### src/rtl/core/dbscan_pkg.sv
// shared types and constants of the density clustering engine
package dbscan_pkg;

  localparam int EPS_W = 35;
  localparam int MINPTS_W = 7;
  localparam int LABEL_W = 6;

  typedef enum logic [1:0] {
    ST_UNVISITED = 2'd0,
    ST_NOISE     = 2'd1,
    ST_MEMBER    = 2'd2
  } pt_status_t;

  localparam logic CFG_IDX_EPS = 1'b0;
  localparam logic CFG_IDX_MINPTS = 1'b1;

  // controller to datapath
  typedef struct packed {
    logic store_pt;     // write the input point at the fill count
    logic clear_set;    // clear status and pending flags, cluster counter
    logic load_a;       // fetch point a (pivot)
    logic load_b;       // fetch point b (scan)
    logic cnt_clear;    // clear neighbour count
    logic cnt_acc;      // accumulate near result of current pair
    logic mark_acc;     // set pending on b if near and not member
    logic open_cluster; // make pivot a member of a new cluster
    logic set_noise;    // mark pivot noise
    logic take_pend;    // pivot from pending: clear flag, join cluster
    logic done_clear;   // reset fill count after emission
  } dbs_cmd_t;

  // datapath to controller
  typedef struct packed {
    logic       is_core;    // count reaches min_points
    logic [1:0] a_status;   // status of pivot
    logic       pend_any;   // some pending flag set
  } dbs_sts_t;

endpackage

### src/rtl/core/dbscan_ctrl.sv
// sequencer for loading, clustering and label emission
module dbscan_ctrl import dbscan_pkg::*; #(
  parameter int MAX_POINTS = 64,
  parameter int IDX_W = $clog2(MAX_POINTS),
  parameter int CNT_W = $clog2(MAX_POINTS + 1)
) (
  input  logic              clk,
  input  logic              rst_n,
  input  logic              in_fire,
  input  logic              in_last,
  output logic              in_rdy,
  output dbs_cmd_t          cmd,
  input  dbs_sts_t          sts,
  input  logic [CNT_W-1:0]  fill_cnt,
  input  logic [IDX_W-1:0]  pend_idx,
  output logic [IDX_W-1:0]  a_idx,
  output logic [IDX_W-1:0]  b_idx,
  output logic [IDX_W-1:0]  rd_idx,
  output logic              o_vld,
  input  logic              o_rdy,
  output logic [IDX_W-1:0]  o_idx,
  output logic              o_last
);
  typedef enum logic [3:0] {
    S_LOAD, S_PIVOT, S_CNT, S_CNT_WAIT, S_DECIDE, S_MARK, S_MARK_WAIT,
    S_PEND, S_PCHK, S_EMIT_RD, S_EMIT
  } state_t;

  state_t state_r;
  logic [IDX_W-1:0] i_r, b_r, e_r;
  logic [CNT_W-1:0] n_r;
  logic exp_r, b_end;
  logic [2:0] wait_r;

  assign b_end = CNT_W'(b_r) == n_r - 1'b1;
  assign in_rdy = state_r == S_LOAD;
  assign b_idx = b_r;
  assign rd_idx = e_r;
  assign o_idx = e_r;
  assign o_last = CNT_W'(e_r) == n_r - 1'b1;

  always_comb begin
    cmd = '0;
    a_idx = exp_r ? pend_idx : i_r;
    cmd.store_pt = in_fire;
    cmd.clear_set = in_fire && in_last;
    case (state_r)
      S_PIVOT: begin
        if (sts.a_status == ST_UNVISITED) begin
          cmd.load_a = 1'b1; cmd.cnt_clear = 1'b1;
        end
      end
      S_CNT: begin
        cmd.load_b = 1'b1; cmd.cnt_acc = 1'b1;
      end
      S_DECIDE: begin
        if (!exp_r) begin
          cmd.open_cluster = sts.is_core;
          cmd.set_noise = !sts.is_core;
        end
      end
      S_MARK: begin
        cmd.load_b = 1'b1; cmd.mark_acc = 1'b1;
      end
      S_PEND: begin
        if (sts.pend_any) begin
          cmd.take_pend = 1'b1;
          if (sts.a_status == ST_UNVISITED) begin
            cmd.load_a = 1'b1; cmd.cnt_clear = 1'b1;
          end
        end
      end
      S_EMIT: cmd.done_clear = o_rdy && o_last;
      default: ;
    endcase
  end

  always_ff @(posedge clk) begin
    if (!rst_n) begin
      state_r <= S_LOAD; i_r <= '0; b_r <= '0; e_r <= '0; n_r <= '0;
      exp_r <= 1'b0; wait_r <= '0; o_vld <= 1'b0;
    end else begin
      case (state_r)
        S_LOAD: if (in_fire && in_last) begin
          n_r <= (fill_cnt < CNT_W'(MAX_POINTS)) ? fill_cnt + 1'b1 : fill_cnt;
          i_r <= '0; exp_r <= 1'b0; state_r <= S_PIVOT;
        end
        S_PIVOT: begin
          if (sts.a_status == ST_UNVISITED) begin
            b_r <= '0; state_r <= S_CNT;
          end else if (CNT_W'(i_r) == n_r - 1'b1) begin
            e_r <= '0; state_r <= S_EMIT_RD;
          end else i_r <= i_r + 1'b1;
        end
        S_CNT: if (b_end) begin
          wait_r <= 3'd3; state_r <= S_CNT_WAIT;
        end else b_r <= b_r + 1'b1;
        S_CNT_WAIT: if (wait_r == 3'd0) state_r <= S_DECIDE;
          else wait_r <= wait_r - 1'b1;
        S_DECIDE: begin
          b_r <= '0;
          if (sts.is_core) state_r <= S_MARK;
          else if (exp_r) state_r <= S_PEND;
          else state_r <= S_PIVOT;
        end
        S_MARK: if (b_end) begin
          wait_r <= 3'd3; state_r <= S_MARK_WAIT;
        end else b_r <= b_r + 1'b1;
        S_MARK_WAIT: if (wait_r == 3'd0) begin
          exp_r <= 1'b1; state_r <= S_PCHK;
        end else wait_r <= wait_r - 1'b1;
        // the idle S_PCHK state lets the pending priority settle
        S_PCHK: state_r <= S_PEND;
        S_PEND: begin
          if (!sts.pend_any) begin
            exp_r <= 1'b0; state_r <= S_PIVOT;
          end else if (sts.a_status == ST_UNVISITED) begin
            b_r <= '0; state_r <= S_CNT;
          end else state_r <= S_PCHK;
        end
        S_EMIT_RD: begin
          o_vld <= 1'b1; state_r <= S_EMIT;
        end
        S_EMIT: if (o_rdy) begin
          o_vld <= 1'b0;
          if (o_last) state_r <= S_LOAD;
          else begin
            e_r <= e_r + 1'b1; state_r <= S_EMIT_RD;
          end
        end
        default: state_r <= S_LOAD;
      endcase
    end
  end
endmodule

### config.mk
export PLATFORM = sky130hd
export DESIGN_NAME = dbscan_ctrl
export DESIGN_NICKNAME = d
export VERILOG_FILES = /design/src/rtl/core/dbscan_pkg.sv /design/src/rtl/core/dbscan_ctrl.sv
export SDC_FILE = /design/constraint.sdc
export NUM_CORES = 1
export LEC_CHECK = 0
export ABC_CLOCK_PERIOD_IN_PS = 3200
export BUFFER_PORTS_ARGS = -buffer_cell sky130_fd_sc_hd__buf_2
export CAP_MARGIN = 20
export CELL_PAD_IN_SITES_DETAIL_PLACEMENT = 1
export CELL_PAD_IN_SITES_GLOBAL_PLACEMENT = 1
export CORE_ASPECT_RATIO = 0.5
export CORE_UTILIZATION = 40
export DETAILED_ROUTE_END_ITERATION = 7
export GPL_ROUTABILITY_DRIVEN = 1
export GPL_TIMING_DRIVEN = 0
export PLACE_DENSITY = 0.92
export SLEW_MARGIN = 20
export SYNTH_ARGS = -nofsm -noshare
export SYNTH_HDL_FRONTEND = slang
export SYNTH_SLANG_ARGS = --single-unit
### constraint.sdc
create_clock -name clk -period 3.2 [get_ports clk]
set_input_delay 0.64 -clock clk [delete_from_list [all_inputs] [get_ports clk]]
set_output_delay 0.64 -clock clk [all_outputs]
set_load 0.01 [all_outputs]
* Yosys cells after proc, flatten, opt, wreduce, memory -nomap -nowiden *
Cells that the tools add are included.

operators by class
  muxes and demuxes = 49
  order comparisons = 1
  reduce and logical (&&, ||, !) cells = 22
  $add $sub $neg = 6
  equality and inequality tests = 29

operators with widths
  kind                 count
  $mux 6               11
  $mux 4               11
  $pmux 4 s11          1
  $ne 2x2->1 const B   13
  $pmux 6 s2           2
  $pmux 6 s4           1
  $eq 6x7->1           3
  $add 6x1->6 const B  3
  $eq 4x3->1 const B   4
  $eq 4x4->1 const B   3
  $mux 1               12
  $mux 3               4
  $eq 4x2->1 const B   2
  $reduce_and 4->1     2
  $reduce_bool 2->1    4
  $add 7x1->7 const B  1
  $lt 7x7->1 const B   1
  $mux 7               1
  $reduce_and 7->1     1
  $sub 7x1->7 const B  1
  $pmux 3 s2           1
  $reduce_and 3->1     2
  $reduce_and 5->1     1
  $eq 4x1->1 const B   1
  other kinds (15)     21

word-level totals
  input port bits = 22
  logic and storage cells = 115
  output and inout bits = 38
  flip-flop bits (word level) = 34

* Longest topological paths before layout *
Gate-level depths: netlist (run 1).

  depth in word-level cells = 5
  gate-level depth with buffers = 12
  gate-level depth less buffers = 9

* Least setup slack after synthesis (run 1) *
OpenSTA, ideal clock, no wires.

  kind = reg2out
  from = reg n_r[0]
  to = out cmd[0] (netlist name)
  required time = 2.560 ns
  slack = 0.257 ns
  cell stages (with the launch flop) = 10
  buffers on the path = 2
  arrival = 2.303 ns
  cells stage by stage = dfxtp_1 -> clkbuf_1 -> inv_1 -> ha_1 -> or3b_4 -> o31ai_4 -> nand2_1 -> or4_4 -> buf_6 -> nor2_1

RTL lines
  what                      line               text
  start: declaration        dbscan_ctrl.sv:31  logic [CNT_W-1:0] n_r;
  start signal: assignment  dbscan_ctrl.sv:85  n_r <= (fill_cnt < CNT_W'(MAX_POINTS)) ? fill_cnt + 1'b1 : fill_cnt;
  end: declaration          dbscan_ctrl.sv:12  output dbs_cmd_t cmd,

* Worst setup path after layout (run 1) *
  from = reg n_r[0]
  to = out o_last

on the way
  word-level cells in the longest chain between the ends = 2

RTL lines
  what              line               text
  $sub 7x1->7       dbscan_ctrl.sv:40  assign o_last = CNT_W'(e_r) == n_r - 1'b1;
  $eq 6x7->1        dbscan_ctrl.sv:40
  end: declaration  dbscan_ctrl.sv:22  output logic o_last

Every way passes these cells.

==> results.json, run 1 <==
{
  "outcome": "complete, no violations",
  "synth_cells": 345,
  "layout.nets": 442,
  "die-area_sq_um": 7180,
  "cts_sinks": 34,
  "yosys-top-cells-count": "dfxtp_1, nor2_1, nand2_1",
  "die_h_um": 60.4,
  "grt_overflow": 0,
  "hold_path_class": "register to register",
  "critical_path_class": "register to primary output",
  "netlist.area_leader.share_pct": 24.9,
  "fin_crit_ps": 3160,
  "fill_cells": 791,
  "ir_worst_vdd_mv": 0.244,
  "fin_worst_skew_ps": 5.94,
  "cp-start-kind": "register",
  "drc": 0,
  "die_w_um": 119,
  "grt_pass1_wl_um": 15200,
  "layout_setup_ws_ps": 44.7,
  "cp.arrival_ps": 2520,
  "netlist_area_sq_um": 2730,
  "ant_nets": 0,
  "drv_slew": 0,
  "firstDrtPassIters": 4,
  "path_max_fanout": 10,
  "clk_pin_slew_ps": 60,
  "dp_hpwl_um": 6660,
  "slew_headroom_pct": 23.8,
  "fmax_ghz": 0.317,
  "vias": 2945,
  "yosys_most_used_dff": "dfxtp_1",
  "drt_wl_total_um": 9540,
  "cts_made_buffers": 5,
  "gp_congestion": 0.848,
  "synth_top_cell_by_area": "dfxtp_1",
  "min_period_over_period_pct": 98.6,
  "portBuffers": 58,
  "drt_iter0_drc": 193,
  "synth.most_common_cell": "dfxtp_1",
  "leakage_uw": 0.00138,
  "synth_edf_count": 0,
  "cts_hold_buf": 0,
  "htree_levels": 2,
  "tightestPinTransition_ps": 1130,
  "rows": 20,
  "cts_tree": "built",
  "seq_area_frac_synth_pct": 24.9,
  "syn_to_final_growth_pct": 21.9,
  "syn_nets": 374,
  "drive_gt1_share_pct": 26.6,
  "max_cap_viol_count": 0,
  "hold_ws_ps": 466,
  "fin_cells": 501,
  "synth_warnings": 0,
  "grt_max_degree": 11,
  "worstSkewPairLatency_ps": 290,
  "wl_per_cell_um": 19.0,
  "initial_core_util_pct": 43.1,
  "ctsLongestPathBuffers": 2,
  "fp.coreArea_sq_um": 6330,
  "io_pins": 60,
  "antenna_found_initial": 0,
  "ys_ff_latch": 34,
  "powerDensity_nw_per_um2": 669,
  "setup_viol": 0,
  "num_antenna_cells": 0,
  "crit_required_ps": 2560,
  "syn_avg_cell_area_sq_um": 7.91,
  "finalHoldViolCount": 0,
  "routed_via_density": 5.88,
  "root_buffer": "clkbuf_16",
  "synth.distinct_cells": 72,
  "post-place-ws_ps": -151,
  "grt_pass1_vias": 2952,
  "synth-async-reset-ratio_pct": 0,
  "dp.cells": 491,
  "critPathCaptureType": "primary output",
  "ys_top_cells_by_area": "dfxtp_1, xnor2_1, nor2_1",
  "gr-usage-all-layers_pct": 27.6
}
[timing repair]
action                                  in CTS  in global routing
gates resized for setup                      7                  5
pin swaps                                    2                  1
buffers inserted                             3                  1
endpoints found under the setup margin       2                  3
gates cloned                                 0                  0
[worst max-delay path: stages, from the launching register on]
cell	delay [ps]
dfxtp_4	360
inv_2	60
ha_4	120
or3b_4	400
buf_6	140
nand2_1	80
nand4_1	100
or4_4	500
buf_6	150
inv_2	60
buf_6	130
buf_4	130
[state kept, by name, summed over array words and instances (netlist names)]
signal   flops
o_idx        6
b_idx        6
i_r          6
n_r          7
wait_r       3
o_vld        1
state_r      4
exp_r        1
[layout make-up]
class | count | area (sq um) | area share (%)
clock buffer | 7 | 133 | 3.99
sequential | 34 | 686 | 20.6
tap | 88 | 110 | 3.31
inverter | 16 | 60.1 | 1.81
timing repair buffer | 62 | 327 | 9.82
multi-input combinational | 268 | 1860 | 55.8
buffer | 26 | 155 | 4.66
[worst paths after layout]
path / from / end / slack (ps) / cells after the start
worst max-delay path: n_r[0] / o_last / 40 / 11
worst min-delay path: wait_r[0] / wait_r[0] / 470 / 1
worst max register to register: n_r[0] / o_idx[5] / 470 / 12
worst min register to register: wait_r[0] / wait_r[0] / 470 / 1
[cell usage in the layout, fill, tap and decap left out, drive strengths merged, types with 2 or more instances in the layout]
master and n:
dfxtp 34, buf 76, a31o 2, xor2 11, inv 15, o21ai 17, o31ai 5, o21bai 2
nor3 14, and4 2, nand3 19, nor2 26, o221a 4, clkbuf 19, mux2 7, xnor2 15
and2 2, or3 5, o21a 2, nand2b 9, ha 7, a31oi 4, nand2 24, o2111ai 2
or4 4, nand4b 3, a21oi 18, nand4 8, a211oi 10, or2 4, o22ai 2, nor3b 3
nand3b 2, and3 5, mux2i 6
[where the power goes]
group	internal [uW]	switching (uW)
Clock	285	188
Sequential	476	58.8
Combinational	486	731
[per-stage QoR]
stage               setup TNS, ps  total power (uW)  instance area, sq um  utilization (%)
detailed placement           -214              1660                  3130             49.4
global placement             -115              1620                  3130             49.4
CTS                             0              2160                  3300             52.1
global route                -1.12              2350                  3330             52.5
floorplan                       0              1350                  2730                -
finish                          0              2230                  3330             52.5
[kinds of logic (layout without fill, tap and decap cells)]
logic type	count (synthesis)	after routing	share of synthesized area (%)
muxes	13	13	5.09
adders and majority gates	7	7	3.21
buffers and inverters	43	111	8.02
and+or+nand+nor	136	136	27.2
xor gates and xnor gates	27	27	9.21
DFF	34	34	24.9
AOI/OAI and AO/OA	85	85	22.3
[per-layer routing]
| layer | GRT usage [%] | up-vias | wire length [um] |
|---|---|---|---|
| met5 | 0 | - | 0 |
| met4 | 13.9 | 0 | 275 |
| met3 | 4.23 | 26 | 449 |
| met2 | 47.0 | 85 | 4430 |
| met1 | 35.5 | 1446 | 4380 |
| li1 | - | 1388 | - |
(Power assumes the default switching activity.)
==> run 2, diff against run 1 <==
--- a/config.mk
+++ b/config.mk
@@ -7,7 +7,7 @@
 export LEC_CHECK = 0
 export ABC_CLOCK_PERIOD_IN_PS = 3200
 export BUFFER_PORTS_ARGS = -buffer_cell sky130_fd_sc_hd__buf_2
-export CAP_MARGIN = 20
+export CAP_MARGIN = 15
 export CELL_PAD_IN_SITES_DETAIL_PLACEMENT = 1
 export CELL_PAD_IN_SITES_GLOBAL_PLACEMENT = 1
 export CORE_ASPECT_RATIO = 0.5
@@ -15,8 +15,9 @@
 export DETAILED_ROUTE_END_ITERATION = 7
 export GPL_ROUTABILITY_DRIVEN = 1
 export GPL_TIMING_DRIVEN = 0
-export PLACE_DENSITY = 0.92
+export PLACE_DENSITY_LB_ADDON = 0.1
 export SLEW_MARGIN = 20
 export SYNTH_ARGS = -nofsm -noshare
 export SYNTH_HDL_FRONTEND = slang
 export SYNTH_SLANG_ARGS = --single-unit
+export TNS_END_PERCENT = 50
==> run 2 against run 1 <==
- sequential share of layout area shrank 0.15 points
- non-clock buffer count increased by 2
- maximum frequency grew 1.4%
- power down 0.51%
- hold slack improved by 24 ps
- sequential power about the same
- first-iteration DRC count down 29%
- flip-flop and latch count stayed put
- core utilization grew 0.38 points
- register-to-register slack better by 40 ps
- highest routed layer unchanged
- count of clock-buffer cells in the layout fell by 1
- global-route usage down 2.2 points
==> results.json, run 2 (synthesis results as in run 1) <==
{
  "outcome": "complete, no violations",
  "cpMostUsedCell": "buf_6",
  "worstSkewPairLatency_ps": 280,
  "firstDrtPassIters": 4,
  "finalHoldViolCount": 0,
  "syn_to_final_growth_pct": 22.7,
  "fin_util_pct": 52.9,
  "cts_sinks": 34,
  "ctsLongestPathBuffers": 2,
  "vias": 2892,
  "critical_path_class": "register to primary output",
  "min_period_over_period_pct": 97.2,
  "num_antenna_cells": 0,
  "grt_max_degree": 12,
  "design_area_sq_um": 3350,
  "cp.arrival_ps": 2470,
  "gp_congestion": 0.877,
  "cp.buffers_inverters": 6,
  "drv_slew": 0,
  "wl_per_cell_um": 17.3,
  "grt_pass1_vias": 2788,
  "portBuffers": 58,
  "initial_core_util_pct": 43.1,
  "routed_via_density": 5.74,
  "hold_path_class": "register to register",
  "final_common_cell": "buf_2",
  "clk_pin_slew_ps": 60,
  "cpMaxStageDelayCell": "or4_4",
  "grt_overflow": 0,
  "rsz0062_at_grt": "no",
  "fp.coreArea_sq_um": 6330,
  "leakage_uw": 0.00140,
  "setup_viol": 0,
  "drc": 0,
  "cts_made_buffers": 5,
  "ir_worst_vdd_mv": 0.278,
  "crit_required_ps": 2560,
  "r2r_slack_ps": 510,
  "powerDensity_nw_per_um2": 661,
  "cpPeakStageDelay_ps": 490,
  "max_cap_viol_count": 0,
  "gr-usage-all-layers_pct": 25.4,
  "dp_hpwl_um": 6590,
  "cts_tree": "built",
  "ant_nets": 0,
  "path_max_fanout": 10,
  "cts_hold_buf": 0,
  "antenna_found_initial": 0,
  "io_pins": 60,
  "largest_reg_flops": 7,
  "post-place-ws_ps": -164,
  "grt_pass1_wl_um": 14200,
  "critical_path.cell_chain": "inv_2 -> ha_4 -> or3b_4 -> buf_4 -> nand2_1 -> nand4_1 -> or4_4 -> buf_6 -> inv_2 -> buf_6 -> buf_6",
  "hold_ws_ps": 491,
  "slew_headroom_pct": 30.3,
  "rows": 20,
  "die_h_um": 60.4,
  "layout_setup_ws_ps": 89.7,
  "critPathCaptureType": "primary output",
  "placed_area_sq_um": 3130,
  "drt_iter0_drc": 137,
  "die_w_um": 119,
  "crit_family": "simple AND/OR/NAND/NOR gates",
  "htree_levels": 2,
  "drt_wl_total_um": 8710,
  "fin_worst_skew_ps": 6.64,
  "final_cell_mix": "buf_2, dfxtp_1, nor2_1",
  "fin_crit_ps": 3110,
  "tightestPinTransition_ps": 1030,
  "die-area_sq_um": 7180,
  "cp-start-kind": "register",
  "fmax_ghz": 0.322,
  "p_total_uw": 2210,
  "drive_gt1_share_pct": 27.6,
  "regMostFlops": "n_r",
  "fill_cells": 809,
  "layout.nets": 444,
  "root_buffer": "clkbuf_16"
}
## run 2: cell type report
| type | count | area (sq um) | area share (%) |
|---|---|---|---|
| multi-input cells | 268 | 1850 | 55.1 |
| flip-flops and latches | 34 | 686 | 20.5 |
| repair buffers | 64 | 342 | 10.2 |
| plain buffers | 26 | 155 | 4.63 |
| clock buffers | 6 | 139 | 4.14 |
| well taps | 88 | 110 | 3.29 |
| inverters | 16 | 60.1 | 1.79 |
| clock inverters | 2 | 12.5 | 0.373 |
## run 2: worst paths after layout
kind | from | to | depth (start not counted)
max | n_r[1] | o_last | 11
min | wait_r[0] | wait_r[0] | 1
max reg2reg | n_r[1] | b_idx[3] | 9
min reg2reg | wait_r[0] | wait_r[0] | 1
## run 2: layer usage
layer  up-vias  global-route usage, %  wire length [um]
met5         -                      0                 0
met4         0                   6.69               104
met3        11                   4.61               487
met2        73                   43.8              3910
met1      1402                   33.8              4200
li1       1406                      -                 -
## run 2: through the flow
| step | TNS (ps) | instances |
|---|---|---|
| 2_1_floorplan | 0 | 345 |
| 3_3_place_gp | -173 | 491 |
| 3_5_place_dp | -287 | 491 |
| 4_1_cts | 0 | 504 |
| 5_1_grt | 0 | 504 |
| 6_report | 0 | 504 |
## run 2: timing repair
item,CTS,global route
gates cloned,0,0
gates resized for setup,6,4
buffers inserted,6,0
pin swaps,2,2
setup endpoints to repair,2,3
## run 2: report_power, final
| part | internal (uW) | switching [uW] |
|---|---|---|
| Sequential | 475 | 57.4 |
| Clock | 308 | 192 |
| Combinational | 482 | 699 |
==> run 3, diff against run 2 <==
--- a/config.mk
+++ b/config.mk
@@ -6,12 +6,12 @@
 export NUM_CORES = 1
 export LEC_CHECK = 0
 export ABC_CLOCK_PERIOD_IN_PS = 3200
-export BUFFER_PORTS_ARGS = -buffer_cell sky130_fd_sc_hd__buf_2
+export BUFFER_PORTS_ARGS = -buffer_cell sky130_fd_sc_hd__clkbuf_2
 export CAP_MARGIN = 15
 export CELL_PAD_IN_SITES_DETAIL_PLACEMENT = 1
-export CELL_PAD_IN_SITES_GLOBAL_PLACEMENT = 1
+export CELL_PAD_IN_SITES_GLOBAL_PLACEMENT = 2
 export CORE_ASPECT_RATIO = 0.5
-export CORE_UTILIZATION = 40
+export CORE_UTILIZATION = 31
 export DETAILED_ROUTE_END_ITERATION = 7
 export GPL_ROUTABILITY_DRIVEN = 1
 export GPL_TIMING_DRIVEN = 0
==> constraint.sdc (replaced) <==
create_clock -name clk -period 3.2 [get_ports clk]
set_input_delay 0.16 -clock clk [delete_from_list [all_inputs] [get_ports clk]]
set_output_delay 0.16 -clock clk [all_outputs]
set_load 0.01 [all_outputs]
==> run 3 against run 2 <==
- wire length rose by 5.5%
- final area decreased by 0.93%
- critical endpoint unchanged
- sequential share of layout area is essentially flat
- cell count grew 3.6%
- register-to-register slack worse by 150 ps
- maximum frequency is 4.6% higher
- power decreased by 0.80%
==> results.json, run 3 (synthesis results as in run 1) <==
{
  "outcome": "complete, no violations",
  "vias": 2846,
  "min-delay-start": "fill_cnt[5]",
  "grt_max_degree": 11,
  "fin_worst_skew_ps": 7.81,
  "r2r_slack_ps": 360,
  "crit_required_ps": 3040,
  "ctsLongestPathBuffers": 2,
  "initial_core_util_pct": 33.1,
  "layout.nets": 438,
  "drc": 0,
  "tightestPinTransition_ps": 888,
  "regArea_sq_um": 681,
  "cts_tree": "built",
  "rsz0062_at_grt": "no",
  "worstReg2RegEnd": "state_r[2]",
  "finalHoldViolCount": 0,
  "grt_pass1_wl_um": 14400,
  "regMostFlops": "n_r",
  "portBuffers": 58,
  "fp.coreArea_sq_um": 8260,
  "swShare_pct": 43.5,
  "cp.arrival_ps": 2810,
  "fin_crit_ps": 2970,
  "worstHoldPathCells": 3,
  "cts_sinks": 34,
  "crit_start": "n_r[0]",
  "layout_setup_ws_ps": 227,
  "die_h_um": 68.4,
  "switchingPower_uw": 956,
  "drv_slew": 0,
  "dp_hpwl_um": 7120,
  "antenna_found_initial": 0,
  "io_pins": 60,
  "gp_congestion": 0.823,
  "slew_headroom_pct": 40.3,
  "drt_iter0_drc": 103,
  "num_antenna_cells": 0,
  "hold_path_end": "n_r[5]",
  "final_common_cell": "clkbuf_2",
  "r2r-start": "n_r[0]",
  "die_w_um": 135,
  "pwr-share-comb_pct": 52.8,
  "drive_gt1_share_pct": 25.6,
  "path_max_fanout": 10,
  "drt_wl_total_um": 9190,
  "fill_cells": 1030,
  "p_clk_share_pct": 22.9,
  "syn_to_final_growth_pct": 21.6,
  "min_period_over_period_pct": 92.9,
  "hold_path_class": "input port to register",
  "root_buffer": "clkbuf_16",
  "wl_per_cell_um": 17.6,
  "die-area_sq_um": 9210,
  "tns_ps": 0,
  "powerDensity_nw_per_um2": 662,
  "leakage_uw": 0.00134,
  "rows": 23,
  "post-place-ws_ps": 203,
  "cts_made_buffers": 5,
  "worstSkewPairLatency_ps": 280,
  "final_cell_mix": "clkbuf_2, dfxtp_1, nor2_1",
  "power.internal_uw": 1240,
  "routed_via_density": 5.45,
  "setup_viol": 0,
  "largest_reg_flops": 7,
  "grt_overflow": 0,
  "critPathCaptureType": "primary output",
  "ant_nets": 0,
  "grt_pass1_vias": 2743,
  "ir_worst_vdd_mv": 0.278,
  "htree_levels": 2,
  "cts_hold_buf": 0,
  "reg2regPathDepth": 8,
  "critical_path_class": "register to primary output",
  "fmax_ghz": 0.336,
  "gr-usage-all-layers_pct": 20.6,
  "max_cap_viol_count": 0,
  "seqPwrFrac_pct": 24.3,
  "cp-start-kind": "register",
  "multi_input_area_sq_um": 1850,
  "firstDrtPassIters": 4,
  "clk_pin_slew_ps": 50
}
-- run 3: changes by cell type in the layout (fill, tap and decap cells not counted), moves of 2 or more --
cell      previous run  this run
buf_4               15         9
inv_2                3         1
clkbuf_2             0        58
inv_1               12        14
dfxtp_1             32        34
buf_2               58         1
-- run 3: metal layers --
layer,GRT usage [%],vias up,share of wire [%]
li1,-,1388,-
met1,27.9,1391,50
met2,34.4,62,45
met3,4.15,5,4.3
met4,3.65,0,0.48
met5,0,-,0
-- run 3: worst max path at each step --
stage | to | slack (ps)
final | o_last | 230
after CTS | o_last | 30
after global placement | state_r[3] | 240
after floorplan | state_r[3] | 500
after detailed placement | state_r[3] | 200
after global routing | o_last | 90
-- run 3: what timing repair did --
item                       4_1_cts  5_1_grt
buffers inserted                 0        0
setup endpoints to repair        0        4
hold endpoints to repair         0        0
resized for setup                0        1
-- run 3: power groups by stage --
stage | clock, uW | combinational [uW] | sequential, uW
global route | 532 | 1260 | 542
global placement | 0 | 1120 | 535
CTS | 514 | 1150 | 530
detailed placement | 0 | 1150 | 539
floorplan | 0 | 826 | 526
finish | 502 | 1160 | 534
-- run 3: final cells by class --
class,count,area share [%]
sequential,34,20.5
clock inverter,1,0.151
multi-input combinational,268,55.6
tap,112,4.22
clock buffer,7,4.30
inverter,16,1.81
timing repair buffer,58,8.74
buffer,26,4.67
-- run 3: worst max-delay path: stages, from the launching register on --
cell	delay [ps]
dfxtp_1	410
inv_1	100
ha_2	250
or3b_4	440
o31ai_4	260
nand2_1	90
or4_4	520
buf_6	150
inv_2	50
buf_6	120
clkbuf_2	130
-- run 3: per-stage QoR --
step	area, sq um	hold WS (ps)	cells	utilization (%)	power, uW
CTS	3310	236	523	40.1	2200
global route	3320	260	522	40.2	2340
global placement	3160	450	515	38.3	1660
detailed placement	3160	466	515	38.3	1690
floorplan	2730	340	345	-	1350
finish	3320	234	522	40.2	2200
